### config.mk
export PLATFORM = sky130hd
export DESIGN_NAME = aphd_ram
export DESIGN_NICKNAME = d
export VERILOG_FILES = /design/src/rtl/aphd_ram.sv
export SDC_FILE = /design/constraint.sdc
export NUM_CORES = 2
export LEC_CHECK = 0
export BUFFER_PORTS_ARGS = -buffer_cell sky130_fd_sc_hd__buf_2
export CAP_MARGIN = 20
export CELL_PAD_IN_SITES_DETAIL_PLACEMENT = 2
export CELL_PAD_IN_SITES_GLOBAL_PLACEMENT = 2
export CORE_MARGIN = 2
export CORE_UTILIZATION = 45
export CTS_CLUSTER_SIZE = 30
export DETAILED_ROUTE_END_ITERATION = 7
export PLACE_DENSITY = 0.69
export SYNTH_ARGS = -nofsm -noshare
export SYNTH_HDL_FRONTEND = slang
export SYNTH_SLANG_ARGS = --single-unit
### constraint.sdc
create_clock -name clock -period 3.4 [get_ports clock]
set_clock_uncertainty 0.15 [all_clocks]
set_input_delay 0.34 -clock clock [delete_from_list [all_inputs] [get_ports clock]]
set_output_delay 0.34 -clock clock [all_outputs]
set_load 0.05 [all_outputs]
### src/rtl/aphd_ram.sv
// Generic simple dual-port RAM with one write port and a registered read port.
module aphd_ram #(
   parameter int WIDTH = 8,
   parameter int DEPTH = 512
) (
   input  logic                     clock,
   input  logic                     wr_en,
   input  logic [$clog2(DEPTH)-1:0] wr_addr,
   input  logic [WIDTH-1:0]         wr_data,
   input  logic [$clog2(DEPTH)-1:0] rd_addr,
   output logic [WIDTH-1:0]         rd_data
);

   logic [WIDTH-1:0] mem [DEPTH];
   logic [WIDTH-1:0] rd_data_ff;

   always_ff @(posedge clock) begin
      if (wr_en) begin
         mem[wr_addr] <= wr_data;
      end
      rd_data_ff <= mem[rd_addr];
   end

   assign rd_data = rd_data_ff;

endmodule

==> flow_summary_export.csv <==
group,metric,value,unit
cts,cts.htree.levels,5,
die,die_width,600,microns
worst_setup_path,end_kind,"flip-flop",
sta,slew-limit-headroom,0.190,
status,status,"finished, violations left",
layout,multi_input_comb_area,34000,sq um
sta,finalCriticalPeriod,3450,ps
yosys,synth_top_area_frac,0.769,
routing,drt_iter0_drc,12100,
worst_setup_path,crit_path_start_kind,"flip-flop",
yosys,synth_flop_cell,"edfxtp_1",
pwr,cellPowerDensity,584,nW/um^2
sta,fin_crit_sh,1.01,
yosys,synthArstFlopShare,0,
sta,hold_violations,0,
cts,clock_sinks,4104,
die,initial_core_util,0.453,
yosys,synthesis.area,160000,sq um
layout,area_growth,17.2,%
routing,ant_nets,0,
worst_setup_path,critPathBufInv,2,
yosys,synthTopCellsByArea,"edfxtp_1 (77%), mux4_2 (9.2%), mux2i_1 (5.0%)",
layout,final_nets,9149,
pwr,power.total,0.109,W
global_routing,antenna_found_initial,36,
pwr,intPower,0.0837,W
yosys,syn-num-nets,8058,
pwr,power.share.clock,0.433,
cts,clk_pin_slew_worst_paths,70,ps
worst_setup_path,cp.arrival,4270,ps
yosys,yosys_warnings,0,
worst_setup_path,cp_top_family,"simple AND/OR/NAND/NOR gates",
place,portBuffers,35,
layout,regArea,123000,sq um
global_routing,overflow,0,
status,violations,"setup timing",
yosys,synth_edf_count,4096,
global_routing,grt_pass1_vias,99400,
yosys,synth_cells,8030,
cts,cts_made_buffers,429,
yosys,ys_seq_area_frac,0.770,
die,design.die.area,360000,sq um
flow_run,max_cap_violations,0,
layout,nFillCells,30000,
worst_setup_path,cp.depth,9,
yosys,ys_ff_latch,4104,
place,detailed_place_hpwl,355,mm
yosys,yosysMostFrequentCell,"edfxtp_1",
routing,dr.pass1.iters,6,
sta,fmaxAchievable,290,MHz
layout,drive_gt1_frac,0.259,
die,fp.dieH,600,microns
yosys,ys_types,51,
yosys,ys_top_cells_by_count,"edfxtp_1 (4,096), mux2i_1 (797), mux4_2 (654)",
worst_setup_path,required,4220,ps
layout,utilization,0.531,
pwr,netSwitchingPower,0.0258,W
sta,maxSlewViolCount,0,
global_routing,grt_pass1_wl,829,mm
routing,viasPerCell,6.53,
worst_setup_path,critPathMaxFanout,2,
sta,worst_slew_pin_slew,1210,ps
worst_setup_path,cp_cell_sequence,"mux2i_1 -> o221ai_1 -> nor3_1 -> nor4_1 -> buf_4 -> o311ai_0 -> nor4_1 -> buf_4 -> o2111a_1",
sta,setup_viol,3,
routing,wl_per_cell,41.7,microns
worst_setup_path,reg2reg_depth,9,
worst_setup_path,critPathMaxStageDelay,720,ps
cts,cts_buffer_depth,4,
worst_setup_path,crit_type,"reg2reg",
cts,clk_latency,1040,ps
global_routing,track_usage,0.329,
cts,post_cts_buffers,0,
place,gp_congestion,0.876,
worst_setup_path,reg2reg_slack,-50,ps
yosys,syn_avg_cell_area,19.9,sq um
hold_path,hold_class,"in2reg",
die,ioPinCount,36,
pwr,leakagePower,61.5,nW
cts,cts_root_buf,"clkbuf_16",
sta,timing.final.ws_setup,-46.4,ps
routing,drc_errors,0,
pwr,switching_share,0.236,
worst_setup_path,crit_path_top_delay_cell,"nor4_1",
hold_path,whs_path_depth,4,
routing,routed_wl,594,mm
global_routing,grt_max_degree,118,
die,rows,218,
pwr,power_frac_seq,0.510,
routing,vias,92900,
die,core,353000,sq um
cts,cts_tree,"yes",
pwr,pwr-share-comb,0.058,
yosys,synth_top_cell_by_area,"edfxtp_1",
pwr,ir_drop,0.590,mV
-- final cells by class --
cell class / count / area share
Multi-Input combinational cell: 3410 / 0.182
Inverter: 3 / 0.000100
Tap cell: 4730 / 0.0316
Timing Repair Buffer: 1173 / 0.0578
Sequential cell: 4104 / 0.657
Clock buffer: 530 / 0.0606
Antenna cell: 18 / 0.000240
Clock inverter: 254 / 0.0112
-- cell usage in the layout (no fill, tap or decap), types with 10 or more instances in the layout --
cell type,synthesis,layout
nor2_1,597,595
mux2i_1,797,797
clkinvlp_4,0,18
nand2_4,0,13
buf_12,5,158
nor3_1,109,108
clkbuf_16,0,438
o31ai_1,13,13
buf_2,57,23
a21oi_1,194,194
diode_2,0,18
buf_8,11,10
clkinv_1,0,102
nand2_1,111,96
o22ai_1,163,163
nand3_1,36,32
clkinv_2,0,81
and2_1,20,19
o221ai_1,371,371
a22oi_1,61,61
edfxtp_1,4096,4096
bufinv_16,0,30
inv_6,0,12
nand4_1,32,32
o21ai_0,118,118
a211oi_1,17,17
mux4_2,654,654
clkbuf_1,265,87
nor4_1,36,31
buf_4,70,971
-- layer usage --
metal | track usage | wire [microns]
met5 | 0 | 147
met1 | 0.425 | 221000
met2 | 0.549 | 295000
met3 | 0.0532 | 47200
met4 | 0.152 | 30100
-- registers in the layout (all words and copies together) (netlist names) --
name and flops:
mem 4096, rd_data 8
-- worst register-to-register path: stages (launching register included) --
cell and delay, ps:
edfxtp_1 340, mux2i_1 90, o221ai_1 400, nor3_1 230, nor4_1 730, buf_4 230
o311ai_0 280, nor4_1 480, buf_4 230, o2111a_1 230
-- power groups by stage --
stage / clock network [W] / registers (W) / logic [W]
after CTS: 0.0478 / 0.0558 / 0.00622
after global routing: 0.0491 / 0.0558 / 0.00644
after floorplan: 0 / 0.0569 / 0.00265
after detailed placement: 0 / 0.0569 / 0.00604
after global placement: 0 / 0.0569 / 0.00572
final: 0.0474 / 0.0558 / 0.00631
-- stage by stage --
step | std cells | area, sq um | setup WS, ps | TNS, ps | hold WS, ps
finish | 14200 | 187000 | -46.4 | -94.9 | 120
global route | 14200 | 187000 | -4.84 | -4.84 | 146
CTS | 14200 | 187000 | 29.0 | 0 | 58.0
detailed placement | 13400 | 174000 | -1140 | -5350 | 692
global placement | 13400 | 174000 | -1040 | -3680 | 689
floorplan | 8030 | 160000 | 938 | 0 | 289
-- cell families after synthesis --
kind of cell           Yosys count  synth area share
AOI/OAI and AO/OA              979            0.0431
buffers and inverters          516            0.0185
DFF                           4104             0.770
muxes                         1451             0.142
and+or+nand+nor                980            0.0263
-- path summary, 6_finish.rpt --
| check | to | from |
|---|---|---|
| max | rd_data[4] | mem[258][4] |
| min | mem[302][6] | wr_addr[6] |
| max reg2reg | rd_data[4] | mem[258][4] |
| min reg2reg | rd_data[0] | mem[7][0] |
-- repair_timing --
action                                  4_1_cts  5_1_grt
endpoints found under the hold margin       901        0
resized for setup                             6        2
endpoints found under the setup margin        3        2
hold buffers                                  9        0
Power figures use the tool's default switching activity.
